--- config.mk ---
export PLATFORM = sky130hd
export DESIGN_NAME = ingress_port_rr_cell_segmenter_unit
export DESIGN_NICKNAME = d
export VERILOG_FILES = /design/src/hw/rtl/iprcs_pkg.sv /design/src/hw/rtl/iprcs_seg.sv /design/src/hw/rtl/ingress_port_rr_cell_segmenter_unit.sv
export SDC_FILE = /design/constraint.sdc
export NUM_CORES = 2
export LEC_CHECK = 0
export BUFFER_PORTS_ARGS = -buffer_cell sky130_fd_sc_hd__buf_4
export CAP_MARGIN = 25
export CORE_ASPECT_RATIO = 1.4
export CORE_UTILIZATION = 40
export CTS_CLUSTER_SIZE = 20
export DETAILED_ROUTE_END_ITERATION = 10
export GPL_ROUTABILITY_DRIVEN = 0
export HOLD_SLACK_MARGIN = 0.03
export RECOVER_POWER = 25
export SYNTH_ARGS = -nofsm -noshare
export SYNTH_HDL_FRONTEND = slang
export SYNTH_SLANG_ARGS = --single-unit
--- constraint.sdc ---
create_clock -name clk -period 10.3 [get_ports clk]
set_clock_uncertainty 0.15 [all_clocks]
set_input_delay 1.03 -clock clk [delete_from_list [all_inputs] [get_ports clk]]
set_output_delay 1.03 -clock clk [all_outputs]
set_load 0.005 [all_outputs]
--- src/hw/rtl/iprcs_pkg.sv ---
// ----------------------------------------------------------------------------
// iprcs_pkg
// Shared types and constants of the ingress round-robin cell segmenter.
// ----------------------------------------------------------------------------
package iprcs_pkg;

    localparam int NUM_PORTS_DEF   = 4;
    localparam int QUEUE_DEPTH_DEF = 16;

    localparam logic [10:0] CELL_LENGTH_RST = 11'd64;
    localparam logic [10:0] MIN_CELL        = 11'd32;

    localparam logic REQ_ARRIVAL  = 1'b0;
    localparam logic REQ_SCHEDULE = 1'b1;

    typedef enum logic [1:0] {
        KIND_ACCEPT = 2'd0,
        KIND_DROP   = 2'd1,
        KIND_CELL   = 2'd2,
        KIND_IDLE   = 2'd3
    } kind_t;

    typedef enum logic [1:0] {
        ST_IDLE,
        ST_READ,
        ST_CELL
    } state_t;

    typedef struct packed {
        logic        req_type;
        logic [1:0]  port;
        logic [7:0]  src_id;
        logic [7:0]  dst_id;
        logic [2:0]  priority_req;
        logic [10:0] pkt_len;
    } req_t;

    typedef struct packed {
        kind_t       kind;
        logic [1:0]  out_port;
        logic [7:0]  out_src;
        logic [7:0]  out_dst;
        logic [2:0]  out_priority;
        logic [8:0]  queue_id;
        logic [9:0]  flow_id;
        logic [10:0] cell_bytes;
        logic [5:0]  cell_seq;
        logic        last;
        logic [31:0] rx_total;
        logic [31:0] drop_total;
    } res_t;

    // packet header as held in the queue store
    typedef struct packed {
        logic [10:0] len;
        logic [2:0]  prio;
        logic [7:0]  dst;
        logic [7:0]  src;
    } hdr_t;

    typedef struct packed {
        logic load;
        logic adv;
    } seg_ctrl_t;

endpackage

--- src/hw/rtl/iprcs_seg.sv ---
// ----------------------------------------------------------------------------
// iprcs_seg
// Splits one popped packet header into cells, one cell per advance.
// ----------------------------------------------------------------------------
module iprcs_seg (
    input  logic                 clk,
    input  logic                 rst_n,
    input  iprcs_pkg::seg_ctrl_t ctrl,
    input  iprcs_pkg::hdr_t      hdr,
    input  logic [1:0]           port,
    input  logic [10:0]          cell_size,
    output logic                 active,
    output iprcs_pkg::res_t      cell_out
);

    logic            active_reg;
    iprcs_pkg::hdr_t hdr_reg;
    logic [1:0]      port_reg;
    logic [10:0]     cl_reg;
    logic [10:0]     rem_reg;
    logic [5:0]      seq_reg;
    logic [10:0]     cl_clamped;
    logic            cell_last;
    logic [8:0]      qid;

    assign cl_clamped = (cell_size < iprcs_pkg::MIN_CELL) ? iprcs_pkg::MIN_CELL : cell_size;
    assign cell_last  = (rem_reg <= cl_reg);
    assign qid        = {1'b0, hdr_reg.src} + {1'b0, hdr_reg.dst};
    assign active     = active_reg;

    always_ff @(posedge clk or negedge rst_n)
    begin
        if (!rst_n)
        begin
            active_reg <= 1'b0;
        end
        else if (ctrl.load)
        begin
            active_reg <= 1'b1;
        end
        else if (ctrl.adv && cell_last)
        begin
            active_reg <= 1'b0;
        end
    end

    always_ff @(posedge clk)
    begin
        if (ctrl.load)
        begin
            hdr_reg  <= hdr;
            port_reg <= port;
            cl_reg   <= cl_clamped;
            rem_reg  <= hdr.len;
            seq_reg  <= '0;
        end
        else if (ctrl.adv && !cell_last)
        begin
            rem_reg <= rem_reg - cl_reg;
            seq_reg <= seq_reg + 6'd1;
        end
    end

    always_comb
    begin
        cell_out              = '0;
        cell_out.kind         = iprcs_pkg::KIND_CELL;
        cell_out.out_port     = port_reg;
        cell_out.out_src      = hdr_reg.src;
        cell_out.out_dst      = hdr_reg.dst;
        cell_out.out_priority = hdr_reg.prio;
        cell_out.queue_id     = qid;
        cell_out.flow_id      = {qid, 1'b0};
        cell_out.cell_bytes   = cell_last ? rem_reg : cl_reg;
        cell_out.cell_seq     = seq_reg;
        cell_out.last         = cell_last;
    end

endmodule

--- src/hw/rtl/ingress_port_rr_cell_segmenter_unit.sv ---
// ----------------------------------------------------------------------------
// ingress_port_rr_cell_segmenter_unit
// Arrival request: result in the output register on the next edge; arrivals
// sustain one per cycle while the result register is free to take them.
// Schedule request: queue store read, then segmenter load, then one cell per
// cycle while the result side does not stall; busy until the last cell leaves.
// Reset clears queue pointers, fill levels and counters and sets the round robin
// pointer to the last port; the queue store itself needs no clearing.
// ----------------------------------------------------------------------------
module ingress_port_rr_cell_segmenter_unit #(
    parameter int NUM_PORTS   = iprcs_pkg::NUM_PORTS_DEF,
    parameter int QUEUE_DEPTH = iprcs_pkg::QUEUE_DEPTH_DEF
) (
    input  logic            clk,
    input  logic            rst_n,
    input  logic            req_valid,
    output logic            req_stall,
    input  iprcs_pkg::req_t req_data,
    output logic            res_valid,
    input  logic            res_stall,
    output iprcs_pkg::res_t res_data,
    input  logic            cfg_wr_en,
    input  logic [10:0]     cfg_wr_data
);

    localparam int PW = (NUM_PORTS > 1) ? $clog2(NUM_PORTS) : 1;
    localparam int QW = $clog2(QUEUE_DEPTH);
    localparam int FW = $clog2(QUEUE_DEPTH + 1);
    localparam int AW = $clog2(NUM_PORTS * QUEUE_DEPTH);

    iprcs_pkg::state_t    state_reg;
    iprcs_pkg::state_t    state_next;
    logic [QW-1:0]        rd_ptr_reg   [NUM_PORTS];
    logic [QW-1:0]        wr_ptr_reg   [NUM_PORTS];
    logic [FW-1:0]        fill_reg     [NUM_PORTS];
    logic [31:0]          rx_cnt_reg   [NUM_PORTS];
    logic [31:0]          drop_cnt_reg [NUM_PORTS];
    logic [PW-1:0]        rr_last_reg;
    logic [10:0]          cell_length_reg;
    logic                 res_valid_reg;
    iprcs_pkg::res_t      res_data_reg;
    iprcs_pkg::res_t      res_data_next;
    iprcs_pkg::hdr_t      queue_mem [NUM_PORTS * QUEUE_DEPTH];
    iprcs_pkg::hdr_t      hdr_rd_reg;

    logic                 slot_free;
    logic                 req_accept;
    logic                 is_arrival;
    logic                 port_ok;
    logic [PW-1:0]        arr_port;
    logic                 arr_full;
    logic                 arr_commit;
    logic [31:0]          rx_new;
    logic [31:0]          drop_new;
    logic                 sched_found;
    logic [PW-1:0]        sched_port;
    logic [AW-1:0]        wr_addr;
    logic [AW-1:0]        rd_addr;
    logic                 mem_wr_en;
    logic                 mem_rd_en;
    logic                 res_load;
    iprcs_pkg::seg_ctrl_t seg_ctrl;
    logic                 seg_active;
    iprcs_pkg::res_t      seg_cell;
    iprcs_pkg::hdr_t      arr_hdr;

    assign slot_free  = !res_valid_reg || !res_stall;
    assign req_stall  = (state_reg != iprcs_pkg::ST_IDLE) || !slot_free;
    assign req_accept = req_valid && !req_stall;
    assign is_arrival = (req_data.req_type == iprcs_pkg::REQ_ARRIVAL);
    assign port_ok    = (32'(req_data.port) < NUM_PORTS);
    assign arr_port   = PW'(req_data.port);
    assign arr_full   = (fill_reg[arr_port] == FW'(QUEUE_DEPTH));
    assign arr_commit = req_accept && is_arrival && port_ok;
    assign rx_new     = rx_cnt_reg[arr_port] + 32'd1;
    assign drop_new   = drop_cnt_reg[arr_port] + (arr_full ? 32'd1 : 32'd0);
    assign wr_addr    = AW'(arr_port) * AW'(QUEUE_DEPTH) + AW'(wr_ptr_reg[arr_port]);
    assign rd_addr    = AW'(sched_port) * AW'(QUEUE_DEPTH) + AW'(rd_ptr_reg[sched_port]);

    assign arr_hdr.src  = req_data.src_id;
    assign arr_hdr.dst  = req_data.dst_id;
    assign arr_hdr.prio = req_data.priority_req;
    assign arr_hdr.len  = req_data.pkt_len;

    assign res_valid = res_valid_reg;
    assign res_data  = res_data_reg;

    // round robin search, nearest port after the last one served wins
    always_comb
    begin
        logic [PW:0]   cand_sum;
        logic [PW-1:0] cand;
        sched_found = 1'b0;
        sched_port  = '0;
        for (int k = NUM_PORTS; k >= 1; k--)
        begin
            cand_sum = (PW + 1)'(rr_last_reg) + (PW + 1)'(k);
            cand     = (cand_sum >= (PW + 1)'(NUM_PORTS)) ?
                       PW'(cand_sum - (PW + 1)'(NUM_PORTS)) : PW'(cand_sum);
            if (fill_reg[cand] != '0)
            begin
                sched_found = 1'b1;
                sched_port  = cand;
            end
        end
    end

    // next state
    always_comb
    begin
        state_next = state_reg;
        case (state_reg)
            iprcs_pkg::ST_IDLE:
            begin
                if (req_accept && !is_arrival && sched_found)
                begin
                    state_next = iprcs_pkg::ST_READ;
                end
            end
            iprcs_pkg::ST_READ:
            begin
                state_next = iprcs_pkg::ST_CELL;
            end
            iprcs_pkg::ST_CELL:
            begin
                if (slot_free && seg_cell.last)
                begin
                    state_next = iprcs_pkg::ST_IDLE;
                end
            end
            default:
            begin
                state_next = iprcs_pkg::ST_IDLE;
            end
        endcase
    end

    // outputs
    always_comb
    begin
        mem_wr_en     = 1'b0;
        mem_rd_en     = 1'b0;
        seg_ctrl      = '0;
        res_load      = 1'b0;
        res_data_next = '0;
        case (state_reg)
            iprcs_pkg::ST_IDLE:
            begin
                if (req_accept)
                begin
                    if (is_arrival)
                    begin
                        if (port_ok)
                        begin
                            res_load                 = 1'b1;
                            mem_wr_en                = !arr_full;
                            res_data_next.kind       = arr_full ? iprcs_pkg::KIND_DROP :
                                                                  iprcs_pkg::KIND_ACCEPT;
                            res_data_next.out_port   = req_data.port;
                            res_data_next.rx_total   = rx_new;
                            res_data_next.drop_total = drop_new;
                        end
                    end
                    else if (sched_found)
                    begin
                        mem_rd_en = 1'b1;
                    end
                    else
                    begin
                        res_load           = 1'b1;
                        res_data_next.kind = iprcs_pkg::KIND_IDLE;
                    end
                end
            end
            iprcs_pkg::ST_READ:
            begin
                seg_ctrl.load = 1'b1;
            end
            iprcs_pkg::ST_CELL:
            begin
                if (slot_free)
                begin
                    seg_ctrl.adv  = 1'b1;
                    res_load      = 1'b1;
                    res_data_next = seg_cell;
                end
            end
            default:
            begin
                res_load = 1'b0;
            end
        endcase
    end

    // queue store
    always_ff @(posedge clk)
    begin
        if (mem_wr_en)
        begin
            queue_mem[wr_addr] <= arr_hdr;
        end
        if (mem_rd_en)
        begin
            hdr_rd_reg <= queue_mem[rd_addr];
        end
    end

    always_ff @(posedge clk or negedge rst_n)
    begin
        if (!rst_n)
        begin
            state_reg       <= iprcs_pkg::ST_IDLE;
            rr_last_reg     <= PW'(NUM_PORTS - 1);
            cell_length_reg <= iprcs_pkg::CELL_LENGTH_RST;
            res_valid_reg   <= 1'b0;
            for (int i = 0; i < NUM_PORTS; i++)
            begin
                rd_ptr_reg[i]   <= '0;
                wr_ptr_reg[i]   <= '0;
                fill_reg[i]     <= '0;
                rx_cnt_reg[i]   <= '0;
                drop_cnt_reg[i] <= '0;
            end
        end
        else
        begin
            state_reg <= state_next;
            if (cfg_wr_en)
            begin
                cell_length_reg <= cfg_wr_data;
            end
            if (res_load)
            begin
                res_valid_reg <= 1'b1;
            end
            else if (!res_stall)
            begin
                res_valid_reg <= 1'b0;
            end
            if (arr_commit)
            begin
                rx_cnt_reg[arr_port] <= rx_new;
                if (arr_full)
                begin
                    drop_cnt_reg[arr_port] <= drop_new;
                end
                else
                begin
                    fill_reg[arr_port]   <= fill_reg[arr_port] + FW'(1);
                    wr_ptr_reg[arr_port] <= (wr_ptr_reg[arr_port] == QW'(QUEUE_DEPTH - 1)) ?
                                            '0 : wr_ptr_reg[arr_port] + QW'(1);
                end
            end
            if (mem_rd_en)
            begin
                fill_reg[sched_port]   <= fill_reg[sched_port] - FW'(1);
                rd_ptr_reg[sched_port] <= (rd_ptr_reg[sched_port] == QW'(QUEUE_DEPTH - 1)) ?
                                          '0 : rd_ptr_reg[sched_port] + QW'(1);
                rr_last_reg            <= sched_port;
            end
        end
    end

    always_ff @(posedge clk)
    begin
        if (res_load)
        begin
            res_data_reg <= res_data_next;
        end
    end

    iprcs_seg u_seg (
        .clk       (clk),
        .rst_n     (rst_n),
        .ctrl      (seg_ctrl),
        .hdr       (hdr_rd_reg),
        .port      (2'(rr_last_reg)),
        .cell_size (cell_length_reg),
        .active    (seg_active),
        .cell_out  (seg_cell)
    );

`ifndef ASSERT_OFF
    a_read_then_cell: assert property (@(posedge clk) disable iff (!rst_n)
        state_reg == iprcs_pkg::ST_READ |=> state_reg == iprcs_pkg::ST_CELL)
        else $error("store read not followed by cell output");

    a_load_when_free: assert property (@(posedge clk) disable iff (!rst_n)
        seg_ctrl.load |-> !seg_active)
        else $error("segmenter loaded while busy");

    a_cell_state_active: assert property (@(posedge clk) disable iff (!rst_n)
        state_reg == iprcs_pkg::ST_CELL |-> seg_active)
        else $error("cell state without an active packet");

    a_last_to_idle: assert property (@(posedge clk) disable iff (!rst_n)
        (seg_ctrl.adv && seg_cell.last) |=> state_reg == iprcs_pkg::ST_IDLE && !seg_active)
        else $error("last cell did not end the schedule");

    a_rr_in_range: assert property (@(posedge clk) disable iff (!rst_n)
        32'(rr_last_reg) < NUM_PORTS)
        else $error("round robin pointer out of range");
`endif

endmodule

==> flow_summary.yaml <==
setup_path:
  startpoint: "rr_last_reg[0]"
  reg2reg_to: "hdr_rd_reg[17]"
  slowest_stage: "dfstp_1"
  worstSetupEndpoint: "hdr_rd_reg[17]"
  crit_chain: "mux2i_1, o211a_1, o211ai_1, a211o_1, a31o_1, o22ai_4, buf_12, buf_4, mux2i_1, o22ai_1, or4_1, nor4_2, nand4_1"
  crit_cells: 13
  critPathMaxFanout: 120
  worstPathRequired_ns: 10.73
  crit_type: "register to register"
  rr_worst_depth: 13
  worst_setup_path_start_kind: "register"
  r2r_slack_ns: 3.18
  critPathMostFrequentCell: "mux2i_1"
  worstReg2RegStart: "rr_last_reg[0]"
  end_kind: "register"
  critPathArrivalTime_ns: 7.55
  cp_top_family: "compound AO/OA/AOI/OAI gates"
  path_buf_inv: 2
  critical-path-max-stage-delay_ns: 0.90
clock_network:
  root_buffer: "clkbuf_16"
  cts_buffers: 228
  clk_pin_slew_worst_paths_ns: 0.07
  clkLatencyLatePin_ns: 0.88
  post_cts_buffers: 0
  hold_buffers: 0
  cts_sinks: 2437
  cts.path.max_buffers: 4
  cts_tree: "built"
  htreeDepth: 4
  cts_resized: 0
power_and_ir_drop:
  p_int_uw: 21300
  power.leakage_uw: 0.0382
  clkPwrFrac_pct: 23.5
  peakVddDrop_mv: 0.548
  seqPwrFrac_pct: 33.8
  combinationalPowerShare_pct: 42.7
  p_sw_uw: 13800
  power.density_nw_per_um2: 321
  switching_share_pct: 39.4
outcome:
  outcome: "finished, violations left"
  violations: "max-capacitance violations, max-slew violations"
logic_synthesis:
  seq_area_frac_synth_pct: 73.9
  synth_top_flop_cell: "edfxtp_1"
  ys_types: 79
  ys_async_sr_fraction_pct: 13.3
  synth-edff-count: 2107
  yosys_warnings: 0
  synth_nets: 6441
  syn_inst: 6362
  ys_ff_latch: 2437
  synth.avg_cell_area_um2: 15.2
  netlist_area_um2: 96700
cells_and_area:
  largest_reg_flops: 1920
  fillers: 20800
  drive_gt1_share_pct: 13.5
  fin_nets: 6615
  syn_to_final_growth_pct: 12.9
  stdcell_count: 9937
  design_area_um2: 109000
sta:
  finalSetupViolations: 0
  slew_headroom_pct: -311
  max_freq_mhz: 140
  rsz0062_at_grt: "no"
  hold_viol_final: 0
  maxSlewViolCount: 1543
  fin_setup_tns_ns: 0
  worst_slew_pin_slew_ns: 6.16
  period_minus_slack_ns: 7.12
  fin_crit_sh_pct: 69.2
routing:
  detail_route.iter0.violations: 5726
  via_per_inst: 5.67
  wl_um: 265000
  num_vias: 56300
  post-route-drc-count: 0
  detail-route-antenna-nets: 0
  wl_per_cell_um: 26.7
  first_pass_iters: 7
die:
  dieHeight_um: 584
  io_pins: 175
  initial_core_util_pct: 40.2
  die_w_um: 418
  design.core.area_um2: 240000
  rows: 213
  die_area_um2: 244000
global_routing:
  grt_pass1_wl_um: 383000
  grt_max_degree: 121
  antenna_found_initial: 17
  grt_pass1_vias: 55100
  gr-total-overflow: 0
  grt_usage_pct: 21.3
placement:
  place_area_um2: 102000
  dp_cells: 9529
  dp_hpwl_um: 151000
  port_buffers: 173
run:
  maxCapViolations: 23
worst_hold_path:
  hold_start: "cfg_wr_data[10]"
  hold_class: "input pin to register"
==> how the worst min path moves through the flow <==
stage,to,slack (ns),depth (start not counted)
2_1_floorplan,u_seg.cell_out[101],0.25,0
6_report,cell_length_reg[10],0.24,2
4_1_cts,cell_length_reg[9],0.06,1
5_1_grt,cell_length_reg[10],0.21,2
3_3_place_gp,u_seg.cell_out[106],0.29,0
3_5_place_dp,u_seg.cell_out[106],0.28,0
==> cell usage in the layout, fill, tap and decap left out, types with 9 or more instances in the layout <==
cell type	Yosys	routed
edfxtp_1	2107	2107
nand2_1	998	993
mux2i_1	539	538
dfrtp_1	321	321
o21ai_0	304	304
buf_4	59	292
o22ai_1	238	238
clkbuf_16	0	232
nand3_1	202	193
nor2_1	204	138
a31oi_1	124	123
mux4_2	106	106
a21oi_1	87	87
nand4_1	72	72
clkbuf_1	234	69
and3_1	68	67
nor2_4	1	64
a32oi_1	60	60
mux2_2	47	47
inv_1	43	42
xor2_1	42	42
clkinv_2	0	42
clkinv_1	0	41
xnor2_1	36	36
or4_1	31	31
a2111oi_0	31	31
a211oi_1	29	29
nor4_2	29	29
a22oi_1	28	28
ha_1	28	28
and2_1	25	24
o211ai_1	22	22
nor2b_1	22	22
bufinv_16	0	19
nor3_1	19	17
o21ai_1	13	13
nand2b_1	10	9
==> metal layers <==
layer,up-vias,GRT usage (%),part of all wire (%)
li1,24700,-,-
met2,2123,37.5,51
met3,469,2.97,6.4
met4,8,6.32,3.0
met5,-,0,0.023
met1,29000,27.3,39
==> cell usage after synthesis, drive strengths merged, types with 35 or more instances <==
master | number | area (um^2)
nand3 | 202 | 1010
nor4 | 35 | 400
xor2 | 42 | 368
a32oi | 60 | 526
nand4 | 72 | 450
mux2i | 540 | 5410
buf | 147 | 983
mux4 | 106 | 2390
nand2 | 1000 | 3760
inv | 44 | 165
o22ai | 239 | 1500
edfxtp | 2107 | 63300
o21ai | 317 | 1590
xnor2 | 36 | 315
mux2 | 51 | 574
a31oi | 125 | 788
nor2 | 205 | 777
a21oi | 87 | 435
and3 | 68 | 425
dfrtp | 321 | 8030
clkbuf | 234 | 878
==> through the flow <==
stage	hold slack [ns]	setup slack, ns	util [%]	total power [uW]
final	0.239	3.18	45.4	35100
after global routing	0.214	2.68	45.4	36600
after CTS	0.0625	3.39	45.4	35200
after detailed placement	0.285	3.41	42.5	27000
after global placement	0.292	3.59	42.5	26800
after floorplan	0.250	3.88	-	22600
==> logic make-up (layout without fill, tap and decap cells) <==
| family | Yosys count | after routing | share of synthesized area, % |
|---|---|---|---|
| XOR/XNOR | 78 | 78 | 0.706 |
| adder cells (fa/ha/maj) | 30 | 30 | 0.403 |
| other | 1 | 6 | 0.00388 |
| multiplexers | 697 | 697 | 8.65 |
| AND/OR/NAND/NOR | 1711 | 1711 | 7.93 |
| flip-flops | 2437 | 2437 | 73.9 |
| buffers and inverters | 425 | 770 | 2.10 |
| AO/OA/AOI/OAI | 983 | 983 | 6.31 |
==> power by group through the flow <==
| stage | sequential, uW | clock, uW | combinational (uW) |
|---|---|---|---|
| floorplan | 11800 | 0 | 10800 |
| global placement | 12100 | 0 | 14800 |
| detailed placement | 12100 | 0 | 14900 |
| CTS | 11900 | 8380 | 15000 |
| global route | 11900 | 8730 | 16000 |
| finish | 11900 | 8240 | 15000 |
==> final cells by class <==
class                   count  area (um^2)  area share (%)
multi-input cells        3500        23900            21.8
diodes                      5         12.5          0.0115
repair buffers            325         2450            2.25
inverters                  44          173           0.158
clock inverters           118         1100            1.01
flip-flops and latches   2437        71500            65.5
well taps                3225         4040            3.70
clock buffers             283         6060            5.55
No activity file was read; power rests on OpenSTA's default activity.
